**src/ctt_pkg.sv**
```systemverilog
// ----------------------------------------------------------------------------
// ctt_pkg
// Shared types, constants and helpers for the connection timer table.
// ----------------------------------------------------------------------------
package ctt_pkg;

	localparam int NUM_CONN = 16;
	localparam int SLOT_W   = (NUM_CONN > 1) ? $clog2(NUM_CONN) : 1;
	localparam int REM_W    = 33;
	localparam int ADDR_W   = 4;
	localparam int DATA_W   = 32;

	localparam logic signed [REM_W-1:0] REM_MAX = 33'sh0_FFFF_FFFF;
	localparam logic signed [REM_W-1:0] REM_MIN = 33'sh1_0000_0000;

	typedef enum logic [2:0] {
		KIND_TICK   = 3'd0,
		KIND_SET_TW = 3'd1,
		KIND_SET_RT = 3'd2,
		KIND_UPD_RT = 3'd3,
		KIND_UNSET  = 3'd4
	} kind_t;

	typedef enum logic [2:0] {
		EV_TW_EXPIRED = 3'd0,
		EV_RT_DUE     = 3'd1,
		EV_SCAN_DONE  = 3'd2,
		EV_CMD_DONE   = 3'd3,
		EV_UPD_OK     = 3'd4,
		EV_UPD_REFUSE = 3'd5
	} event_t;

	typedef enum logic [1:0] {
		REG_SCAN_INTERVAL = 2'd0,
		REG_TW_TIMEOUT    = 2'd1,
		REG_RT_INITIAL    = 2'd2
	} reg_idx_t;

	typedef struct packed {
		logic [23:0] scan_interval;
		logic [30:0] timewait_timeout;
		logic [30:0] retrans_initial;
	} cfg_t;

	// controller to datapath
	typedef struct packed {
		logic latch;
		logic slot_clr;
		logic slot_inc;
		logic step_tw;
		logic step_rt;
		logic step_done;
		logic step_cmd;
	} ctl_t;

	// datapath to controller
	typedef struct packed {
		logic out_free;
		logic last_slot;
	} sts_t;

	// subtract the scan interval, clamping at the lower field limit
	function automatic logic signed [REM_W-1:0] sat_sub(
		input logic signed [REM_W-1:0] v,
		input logic [23:0] d
	);
		logic signed [REM_W:0] r;
		r = {v[REM_W-1], v} - $signed({{(REM_W-24+1){1'b0}}, d});
		if (r[REM_W] && !r[REM_W-1])
			sat_sub = REM_MIN;
		else
			sat_sub = r[REM_W-1:0];
	endfunction

	function automatic logic le_zero(input logic signed [REM_W-1:0] v);
		le_zero = v[REM_W-1] || (v == '0);
	endfunction

endpackage

```
**src/ctt_cfg.sv**
```systemverilog
// ----------------------------------------------------------------------------
// ctt_cfg
// APB register block holding scan interval and reload values.
// ----------------------------------------------------------------------------
module ctt_cfg (
	input  logic                       clk,
	input  logic                       arst_n,
	input  logic                       psel,
	input  logic                       penable,
	input  logic                       pwrite,
	input  logic [ctt_pkg::ADDR_W-1:0] paddr,
	input  logic [ctt_pkg::DATA_W-1:0] pwdata,
	output logic [ctt_pkg::DATA_W-1:0] prdata,
	output logic                       pready,
	output ctt_pkg::cfg_t              cfg
);
	import ctt_pkg::*;

	cfg_t     cfg_q;
	logic     wr_en;
	reg_idx_t reg_sel;

	assign pready  = 1'b1;
	assign wr_en   = psel && penable && pwrite;
	assign reg_sel = reg_idx_t'(paddr[ADDR_W-1:2]);
	assign cfg     = cfg_q;

	always_ff @(posedge clk or negedge arst_n) begin
		if (!arst_n) begin
			cfg_q.scan_interval    <= 24'd10000;
			cfg_q.timewait_timeout <= 31'd2000000;
			cfg_q.retrans_initial  <= 31'd200000;
		end else if (wr_en) begin
			unique case (reg_sel)
				REG_SCAN_INTERVAL: cfg_q.scan_interval    <= pwdata[23:0];
				REG_TW_TIMEOUT:    cfg_q.timewait_timeout <= pwdata[30:0];
				REG_RT_INITIAL:    cfg_q.retrans_initial  <= pwdata[30:0];
				default: ;
			endcase
		end
	end

	always_comb begin
		unique case (reg_sel)
			REG_SCAN_INTERVAL: prdata = {8'd0, cfg_q.scan_interval};
			REG_TW_TIMEOUT:    prdata = {1'b0, cfg_q.timewait_timeout};
			REG_RT_INITIAL:    prdata = {1'b0, cfg_q.retrans_initial};
			default:           prdata = '0;
		endcase
	end

endmodule

```
**src/ctt_dp.sv**
```systemverilog
// ----------------------------------------------------------------------------
// ctt_dp
// Timer state, per-slot update arithmetic and the result register.
// ----------------------------------------------------------------------------
module ctt_dp (
	input  logic                clk,
	input  logic                arst_n,
	input  ctt_pkg::cfg_t       cfg,
	input  ctt_pkg::ctl_t       ctl,
	output ctt_pkg::sts_t       sts,
	input  logic [2:0]          kind,
	input  logic [3:0]          conn_index,
	input  logic [4:0]          backoff_exponent,
	output logic                out_valid,
	input  logic                out_ready,
	output logic [3:0]          result_conn,
	output logic [2:0]          result_event,
	output logic                last
);
	import ctt_pkg::*;

	logic [2:0]              kind_q;
	logic [3:0]              idx_q;
	logic [4:0]              sh_q;
	logic [SLOT_W-1:0]       slot_q;
	logic [NUM_CONN-1:0]     tw_en_q;
	logic [NUM_CONN-1:0]     rt_en_q;
	logic signed [REM_W-1:0] tw_rem_q [NUM_CONN];
	logic signed [REM_W-1:0] rt_rem_q [NUM_CONN];

	logic                    out_valid_q;
	logic [3:0]              out_conn_q;
	logic [2:0]              out_event_q;
	logic                    out_last_q;

	logic [SLOT_W-1:0]       cmd_slot;
	logic                    cmd_ok;
	logic signed [REM_W-1:0] tw_nv;
	logic signed [REM_W-1:0] rt_nv;
	logic [62:0]             shifted;
	logic signed [REM_W-1:0] upd_val;
	logic                    upd_ok;
	logic                    tw_fire;
	logic                    rt_fire;
	logic                    emit;
	logic [3:0]              emit_conn;
	event_t                  emit_ev;
	logic                    emit_last;

	assign cmd_slot = SLOT_W'(idx_q);
	assign cmd_ok   = 32'(idx_q) < NUM_CONN;
	assign tw_nv    = sat_sub(tw_rem_q[slot_q], cfg.scan_interval);
	assign rt_nv    = sat_sub(rt_rem_q[slot_q], cfg.scan_interval);
	assign tw_fire  = tw_en_q[slot_q] && le_zero(tw_nv);
	assign rt_fire  = rt_en_q[slot_q] && le_zero(rt_nv);

	// backoff reload, clamped at the upper field limit
	assign shifted = {32'd0, cfg.retrans_initial} << sh_q;
	assign upd_val = (|shifted[62:32]) ? REM_MAX : $signed({1'b0, shifted[31:0]});
	assign upd_ok  = cmd_ok && rt_en_q[cmd_slot] && le_zero(rt_rem_q[cmd_slot]);

	assign sts.out_free  = !out_valid_q || out_ready;
	assign sts.last_slot = (slot_q == SLOT_W'(NUM_CONN - 1));

	always_comb begin
		emit      = 1'b0;
		emit_conn = idx_q;
		emit_ev   = EV_CMD_DONE;
		emit_last = 1'b1;
		if (ctl.step_tw) begin
			emit      = tw_fire;
			emit_conn = 4'(slot_q);
			emit_ev   = EV_TW_EXPIRED;
			emit_last = 1'b0;
		end else if (ctl.step_rt) begin
			emit      = rt_fire;
			emit_conn = 4'(slot_q);
			emit_ev   = EV_RT_DUE;
			emit_last = 1'b0;
		end else if (ctl.step_done) begin
			emit      = 1'b1;
			emit_conn = 4'd0;
			emit_ev   = EV_SCAN_DONE;
		end else if (ctl.step_cmd) begin
			emit = 1'b1;
			if (kind_q == KIND_UPD_RT)
				emit_ev = upd_ok ? EV_UPD_OK : EV_UPD_REFUSE;
		end
	end

	// command word and scan position
	always_ff @(posedge clk or negedge arst_n) begin
		if (!arst_n) begin
			kind_q <= KIND_TICK;
			idx_q  <= '0;
			sh_q   <= '0;
			slot_q <= '0;
		end else begin
			if (ctl.latch) begin
				kind_q <= kind;
				idx_q  <= conn_index;
				sh_q   <= backoff_exponent;
			end
			if (ctl.slot_clr)
				slot_q <= '0;
			else if (ctl.slot_inc)
				slot_q <= slot_q + 1'b1;
		end
	end

	// enable flags
	always_ff @(posedge clk or negedge arst_n) begin
		if (!arst_n) begin
			tw_en_q <= '0;
			rt_en_q <= '0;
		end else begin
			if (ctl.step_tw && tw_fire)
				tw_en_q[slot_q] <= 1'b0;
			if (ctl.step_cmd && cmd_ok) begin
				if (kind_q == KIND_SET_TW)
					tw_en_q[cmd_slot] <= 1'b1;
				if (kind_q == KIND_SET_RT)
					rt_en_q[cmd_slot] <= 1'b1;
				if (kind_q == KIND_UNSET)
					rt_en_q[cmd_slot] <= 1'b0;
			end
		end
	end

	// remaining times, only read while enabled
	always_ff @(posedge clk) begin
		if (ctl.step_tw && tw_en_q[slot_q])
			tw_rem_q[slot_q] <= tw_nv;
		if (ctl.step_rt && rt_en_q[slot_q])
			rt_rem_q[slot_q] <= rt_nv;
		if (ctl.step_cmd && cmd_ok) begin
			if (kind_q == KIND_SET_TW)
				tw_rem_q[cmd_slot] <= $signed({2'b00, cfg.timewait_timeout});
			if (kind_q == KIND_SET_RT)
				rt_rem_q[cmd_slot] <= $signed({2'b00, cfg.retrans_initial});
			if (kind_q == KIND_UPD_RT && upd_ok)
				rt_rem_q[cmd_slot] <= upd_val;
		end
	end

	// result register: load on emit, drop once the word is taken
	always_ff @(posedge clk or negedge arst_n) begin
		if (!arst_n)
			out_valid_q <= 1'b0;
		else if (emit)
			out_valid_q <= 1'b1;
		else if (out_ready)
			out_valid_q <= 1'b0;
	end

	always_ff @(posedge clk) begin
		if (emit) begin
			out_conn_q  <= emit_conn;
			out_event_q <= emit_ev;
			out_last_q  <= emit_last;
		end
	end

	assign out_valid    = out_valid_q;
	assign result_conn  = out_conn_q;
	assign result_event = out_event_q;
	assign last         = out_last_q;

endmodule

```
**src/ctt_ctrl.sv**
```systemverilog
// ----------------------------------------------------------------------------
// ctt_ctrl
// Sequencer: accepts a word, walks the slots on a tick, runs commands.
// ----------------------------------------------------------------------------
module ctt_ctrl (
	input  logic          clk,
	input  logic          arst_n,
	input  logic          in_valid,
	output logic          in_ready,
	input  logic [2:0]    kind,
	input  ctt_pkg::sts_t sts,
	output ctt_pkg::ctl_t ctl
);
	import ctt_pkg::*;

	typedef enum logic [4:0] {
		ST_IDLE = 5'b00001,
		ST_TW   = 5'b00010,
		ST_RT   = 5'b00100,
		ST_DONE = 5'b01000,
		ST_CMD  = 5'b10000
	} state_t;

	state_t state_q;
	state_t state_d;

	assign in_ready = (state_q == ST_IDLE);

	always_comb begin
		state_d = state_q;
		ctl     = '0;
		unique case (state_q)
			ST_IDLE: begin
				if (in_valid) begin
					ctl.latch    = 1'b1;
					ctl.slot_clr = 1'b1;
					state_d      = (kind == KIND_TICK) ? ST_TW : ST_CMD;
				end
			end
			ST_TW: begin
				if (sts.out_free) begin
					ctl.step_tw = 1'b1;
					state_d     = ST_RT;
				end
			end
			ST_RT: begin
				if (sts.out_free) begin
					ctl.step_rt = 1'b1;
					if (sts.last_slot) begin
						state_d = ST_DONE;
					end else begin
						ctl.slot_inc = 1'b1;
						state_d      = ST_TW;
					end
				end
			end
			ST_DONE: begin
				if (sts.out_free) begin
					ctl.step_done = 1'b1;
					state_d       = ST_IDLE;
				end
			end
			ST_CMD: begin
				if (sts.out_free) begin
					ctl.step_cmd = 1'b1;
					state_d      = ST_IDLE;
				end
			end
			default: state_d = ST_IDLE;
		endcase
	end

	always_ff @(posedge clk or negedge arst_n) begin
		if (!arst_n)
			state_q <= ST_IDLE;
		else
			state_q <= state_d;
	end

endmodule

```
**src/connection_timer_table.sv**
```systemverilog
// A command's result word is registered in the command state once the output
// register is free; the next word is taken after the return to idle. A tick
// visits each slot with a time-wait step and then a retransmit step, and then
// registers the scan-done word; every step waits for a free output register,
// so output stalls hold the scan. The next word is taken back in idle.
// Reset clears all timer enables and restores the register defaults.
// ----------------------------------------------------------------------------
// connection_timer_table
// Per-connection time-wait and retransmit timers with exponential backoff.
// ----------------------------------------------------------------------------
module connection_timer_table (
	input  logic                       clk,
	input  logic                       arst_n,
	input  logic                       psel,
	input  logic                       penable,
	input  logic                       pwrite,
	input  logic [ctt_pkg::ADDR_W-1:0] paddr,
	input  logic [ctt_pkg::DATA_W-1:0] pwdata,
	output logic [ctt_pkg::DATA_W-1:0] prdata,
	output logic                       pready,
	input  logic                       in_valid,
	output logic                       in_ready,
	input  logic [2:0]                 kind,
	input  logic [3:0]                 conn_index,
	input  logic [4:0]                 backoff_exponent,
	output logic                       out_valid,
	input  logic                       out_ready,
	output logic [3:0]                 result_conn,
	output logic [2:0]                 result_event,
	output logic                       last
);
	import ctt_pkg::*;

	cfg_t cfg;
	ctl_t ctl;
	sts_t sts;

	ctt_cfg u_cfg (
		.clk     (clk),
		.arst_n  (arst_n),
		.psel    (psel),
		.penable (penable),
		.pwrite  (pwrite),
		.paddr   (paddr),
		.pwdata  (pwdata),
		.prdata  (prdata),
		.pready  (pready),
		.cfg     (cfg)
	);

	ctt_ctrl u_ctrl (
		.clk      (clk),
		.arst_n   (arst_n),
		.in_valid (in_valid),
		.in_ready (in_ready),
		.kind     (kind),
		.sts      (sts),
		.ctl      (ctl)
	);

	ctt_dp u_dp (
		.clk              (clk),
		.arst_n           (arst_n),
		.cfg              (cfg),
		.ctl              (ctl),
		.sts              (sts),
		.kind             (kind),
		.conn_index       (conn_index),
		.backoff_exponent (backoff_exponent),
		.out_valid        (out_valid),
		.out_ready        (out_ready),
		.result_conn      (result_conn),
		.result_event     (result_event),
		.last             (last)
	);

endmodule
```
**config.mk**
```make
export PLATFORM = sky130hd
export DESIGN_NAME = connection_timer_table
export DESIGN_NICKNAME = d
export VERILOG_FILES = /design/src/ctt_pkg.sv /design/src/ctt_cfg.sv /design/src/ctt_dp.sv /design/src/ctt_ctrl.sv /design/src/connection_timer_table.sv
export SDC_FILE = /design/constraint.sdc
export NUM_CORES = 2
export LEC_CHECK = 0
export BUFFER_PORTS_ARGS = -buffer_cell sky130_fd_sc_hd__buf_4
export CAP_MARGIN = 20
export CORE_MARGIN = 2
export CORE_UTILIZATION = 65
export DETAILED_ROUTE_END_ITERATION = 8
export PLACE_DENSITY = 0.82
export SLEW_MARGIN = 0
export SYNTH_ARGS = -nofsm -noshare
export SYNTH_HDL_FRONTEND = slang
export SYNTH_SLANG_ARGS = --single-unit
```
**constraint.sdc**
```tcl
create_clock -name clk -period 13.3 [get_ports clk]
set_input_delay 0 -clock clk [delete_from_list [all_inputs] [get_ports clk]]
set_output_delay 0 -clock clk [all_outputs]
set_load 0.02 [all_outputs]
```
Yosys cells after proc, flatten, opt, wreduce, memory -nomap -nowiden
Memory sizes are Yosys's and may differ from the RTL's.
Cells that the tools add are included.

word-level totals
  flip-flop bits (word level) = 148
  RAM bits = 1,056
  bits of input ports = 55
  logic and storage cells = 162
  memories kept = 2

operators by class
  add/subtract/negate cells = 3
  order comparisons = 4
  eq/ne operators = 16
  shift-type cells = 1
  multiplexer cells = 74
  bitwise operators = 9
  reductions and logical operators = 37

memory list
  name           depth  width  rd ports  clocked after memory_dff  wr ports  line          RTL
  u_dp.rt_rem_q  16     33     2         0                         1         ctt_dp.sv:29  logic signed [REM_W-1:0] rt_rem_q [NUM_CONN];
  u_dp.tw_rem_q  16     33     1         0                         1         ctt_dp.sv:28  logic signed [REM_W-1:0] tw_rem_q [NUM_CONN];

operators with widths
  operator                                                            number
  two-way mux 33 bit                                                  5
  zero test 33 bit                                                    3
  two-way mux 16 bit                                                  6
  case mux 31 bit (3 select lines)                                    1
  subtractor 33 x 25 -> 34 bit                                        2
  OR reduction 33 bit                                                 2
  left shift 31 x 5 -> 63 bit                                         1
  two-way mux 1 bit                                                   37
  AND 16 bit                                                          2
  two-way mux 32 bit                                                  1
  two-way mux 4 bit                                                   8
  inverter 16 bit                                                     2
  OR 16 bit                                                           2
  OR reduction 31 bit                                                 1
  two-way mux 5 bit                                                   5
  case mux 5 bit (4 select lines)                                     1
  logical AND 1 bit                                                   13
  binary-select mux 1 bit (select 4 bit)                              3
  < comparator 4 x 5 -> 1 bit (second input constant)                 2
  two-way mux 2 bit                                                   5
  demux 1 bit (select 4 bit)                                          2
  greater-or-equal comparator 4 x 1 -> 1 bit (second input constant)  2
  == test 3 x 2 -> 1 bit (second input constant)                      2
  != test 2 bit (second input constant)                               3
  other kinds (23)                                                    33

Depth between registers and ports, before layout
An unclocked memory read counts as a cell.

  depth after elaboration = 13
  gate-level depth with buffers = 24

Modules after synthesis
A second synthesis with hierarchy kept.

unflattened totals
  cell total of the unflattened synthesis = 5,268
  area total of the unflattened synthesis = 67,951.4 µm²

modules (own cells, without submodules)
  module    instances  cells an instance  area each (µm²)
  ctt_dp    1          4,941              63,584.7
  ctt_cfg   1          280                3,950.0
  ctt_ctrl  1          47                 416.6

Least setup slack after synthesis
OpenSTA, ideal clock, no wires.

  path type = reg-to-reg
  start = register u_dp.slot_q[0]
  end = memory u_dp.rt_rem_q[0][10], data pin
  library setup time = 330 ps
  arrival = 6,624 ps
  required time = 12,970 ps
  slack = 6,346 ps
  stages on the path, launching flop included = 22
  buffers on the path = 9
  clock period less this slack = 6,954 ps
  cells stage by stage = dfrtp_1 > buf_6 > buf_8 > buf_12 > buf_8 > buf_8 > clkbuf_1 > clkbuf_1 > buf_1 > mux4_2 > mux4_2 > fa_1 > a211oi_1 > o21bai_1 > a311oi_1 > nor4_1 > nor3b_2 > or3_1 > a21boi_2 > or3_1 > buf_2 > o21ai_0

on the way
  cells in the longest elaborated chain, start to end = 6

ends and longest elaborated chain
  item                            line           RTL
  from (decl)                     ctt_dp.sv:25   logic [SLOT_W-1:0] slot_q;
  from (signal assigned)          ctt_dp.sv:107  slot_q <= slot_q + 1'b1;
  memory (16 x 33 bit) *          n/a
  subtractor 33 x 25 -> 34 bit *  ctt_pkg.sv:68  r = {v[REM_W-1], v} - $signed({{(REM_W-24+1){1'b0}}, d});
  zero test 1 bit                 ctt_pkg.sv:69  if (r[REM_W] && !r[REM_W-1])
  logical AND 1 bit               ctt_pkg.sv:69
  two-way mux 33 bit *            ctt_pkg.sv:69
  two-way mux 33 bit (no line) *  n/a
  to (decl)                       ctt_dp.sv:29

Mark *: on every way between the ends. The rest lies on a longest branch, timed or not.

Worst setup path after layout
  start = register u_dp.slot_q[0]
  end = memory u_dp.rt_rem_q[15][3], data pin

Same word-level chain as after synthesis.

==> impl_metrics.yaml <==
routing:
  met2_length_mm: 80.79
  antenna_left: 0
  dr_wl_met3_mm: 22.92
  drt_first_pass_iters: 6
  via_per_inst: 7.623
  num_vias: 35630
  wl_mm: 173.5
  drt_iter0_drc: 5932
  remaining_drc_errors: 0
  wl_per_cell_um: 37.12
  wl_met1_mm: 60.08
  dr.max_layer_used: "met5"
setup_path:
  critPathLaunchType: "flip-flop"
  crit_type: "reg2reg"
  cp.arrival_ps: 8590
  path_max_fanout: 38
  crit_path_end_kind: "flip-flop"
  required_ps: 13590
timing:
  finClkSkew_ps: 57.05
  worst_pin_slew_ps: 1166
  maxSlewViolCount: 0
  fin_tns_setup_ps: 0
  setup_violations: 0
  slew_headroom_pct: 22.08
  final.period_utilization_pct: 62.41
  rsz0062_at_grt: "false"
  min_period_ps: 8300
  max_freq_mhz: 120.5
  hold_viol: 0
clocking:
  clk_pin_slew_worst_paths_ps: 60
  clk_latency_ps: 750
  cts-htree-levels: 3
  cts_tree: "yes"
  post_cts_resized: 0
  clock_tree.root_cell: "clkbuf_16"
  numCtsBuffers: 116
  post-cts-setup-buffers: 0
  cts_sinks: 1204
  cts_hold_buf: 60
  clockBufferDepth: 3
cells_and_area:
  final_util_pct: 73.95
  nFillCells: 4581
  final-seq-area_um2: 35490
  num_antenna_cells: 0
  drive_gt1_share_pct: 25.79
  area_growth_pct: 13.25
  layout.nets: 3603
  final_cell_mix: "edfxtp_1, mux4_2, nand2_1"
  multi_input_area_um2: 18170
  layout_commonest_cell: "edfxtp_1"
floorplan:
  die_w_um: 293.3
  ios: 98
  core_area_um2: 83290
  rows: 106
  die_h_um: 293.3
  die-area_um2: 86000
  start_util_pct: 65.30
global_route:
  grt_max_degree: 101
  antenna_found_initial: 7
  grt_pass1_wl_mm: 246.8
  gr-usage-all-layers_pct: 40.49
  grt_pass1_vias: 34770
  overflow: 0
synth:
  ys.flop_type: "edfxtp_1"
  ys_types: 88
  synthesis.area_um2: 54390
  synth-edff-count: 1064
  ys_warn_count: 0
  synthArstFlopShare_pct: 11.63
  synth.avg_cell_area_um2: 16.50
  synth_nets: 3406
  synth_seq_area_share_pct: 65.23
  synthesis.instances: 3297
  synth-seq-cells: 1204
placement:
  gp_congestion: 0.9854
  dp_hpwl_mm: 107.4
  io_buffers: 92
pwr:
  p_leak_nw: 19.93
  powerDensity_nw_per_um2: 177.9
  vdd_ir_drop_max_mv: 0.2123
status:
  status: "completed"
run:
  maxCapViolCount: 0
min_path:
  hold_class: "in2reg"
report_power, final:
group          switching [W]  internal, W  total [W]
logic                0.00175     0.000910    0.00266
registers           0.000240      0.00471    0.00495
clock network        0.00151      0.00184    0.00335
cell usage after synthesis (9+ instances only):
cell	n	area (um^2)
a211oi_1	12	90.09
a21o_1	17	127.6
a21oi_1	128	640.6
a21oi_2	9	78.83
a22o_1	26	227.7
a22oi_1	29	217.7
a31oi_1	18	112.6
and2_1	14	87.58
buf_1	32	120.1
buf_2	15	75.07
clkbuf_1	124	465.5
dfrtp_1	121	3028
dfstp_2	19	499.2
edfxtp_1	1064	31950
ha_1	52	650.6
inv_1	65	244.0
mux2_2	99	1115
mux2i_1	53	530.5
mux4_2	359	8085
nand2_1	220	825.8
nand2b_1	11	68.82
nand3_1	23	115.1
nand4_1	43	269.0
nor2_1	143	536.8
nor2b_1	13	81.33
nor3_1	40	200.2
nor4_1	143	894.6
o211ai_1	15	112.6
o21a_1	9	67.56
o21ai_0	129	645.6
o21ai_1	15	75.07
o22ai_1	11	68.82
o31ai_1	16	120.1
or3_1	12	75.07
xnor2_1	32	280.3
xor2_1	20	175.2
logic make-up (layout without fill, tap and decap cells):
group                      count (synthesis)  in the layout  share of synthesized area [%]
AOI/OAI and AO/OA                        513            513                          6.129
adders and majority gates                 54             54                          1.270
muxes                                    517            517                          18.18
DFF                                     1204           1204                          65.23
buffers and inverters                    247            544                          1.893
other                                      2              2                        0.01381
xor gates and xnor gates                  52             52                         0.8374
and+or+nand+nor                          708            708                          6.446
area by class of cell:
class                      count  area share [%]
sequential                  1204           57.62
multi-input combinational   1846           29.50
clock buffer                 139           4.853
timing repair buffer         261           4.071
tap                         1080           2.194
clock inverter                79           1.363
inverter                      65          0.3961
per-layer routing:
| metal | global-route usage [%] | vias to the layer above |
|---|---|---|
| met5 | 0 | - |
| met4 | 19.31 | 8 |
| met2 | 62.08 | 3255 |
| met1 | 55.35 | 17960 |
| met3 | 10.26 | 554 |
| li1 | - | 13850 |
critical path: stages (launching register included):
cell,delay (ps)
dfrtp_4,840
buf_4,710
buf_4,640
mux4_2,630
mux4_2,570
ha_1,490
nand4_1,190
or3_1,410
nor4_1,550
nor3b_2,200
or3_1,360
a21boi_2,670
or3_1,620
nor3_1,190
a221o_1,650
worst paths after layout:
check / start / to / slack [ps] / depth (start not counted)
hold reg to reg: u_ctrl.state_q[0]$_DFFE_PN1P_ / u_ctrl.state_q[0]$_DFFE_PN1P_ / 510 / 2
min in group asynchronous: arst_n / u_dp.kind_q[2]$_DFFE_PN0P_ / 380 / 4
setup reg to reg: u_dp.slot_q[0]$_DFFE_PN0P_ / u_dp.rt_rem_q[15][3]$_DFFE_PP_ / 5000 / 14
hold / removal: backoff_exponent[3] / u_dp.sh_q[3]$_DFFE_PN0P_ / 50 / 4
max in group asynchronous: arst_n / u_cfg.cfg[38]$_DFFE_PN1P_ / 12210 / 5
setup / recovery: u_dp.slot_q[0]$_DFFE_PN0P_ / u_dp.rt_rem_q[15][3]$_DFFE_PP_ / 5000 / 14
per-stage QoR:
step	instance area, um^2	total power [W]	instances	setup WS [ps]	hold WS [ps]
floorplan	54390	0.006493	3297	6346	-295.6
global placement	56600	0.007370	4369	5528	-8.444
detailed placement	56680	0.007474	4372	5293	1.583
CTS	61130	0.01083	4650	5078	22.58
global route	61600	0.01124	4674	4685	65.72
finish	61600	0.01096	4674	5000	53.20
sequential cells by signal, indices dropped and copies added, names as in the netlist, 3 cells and up, named ones only:
| register | cells |
|---|---|
| u_ctrl.state_q | 5 |
| u_cfg.cfg | 86 |
| u_dp.kind_q | 3 |
| u_dp.slot_q | 4 |
| u_dp.result_conn | 4 |
| u_dp.rt_rem_q | 528 |
| u_dp.tw_en_q | 16 |
| u_dp.cmd_slot | 4 |
| u_dp.rt_en_q | 15 |
| u_dp.tw_rem_q | 528 |
| u_dp.sh_q | 5 |
| u_dp.result_event | 3 |
No activity file was read; power rests on OpenSTA's default activity.
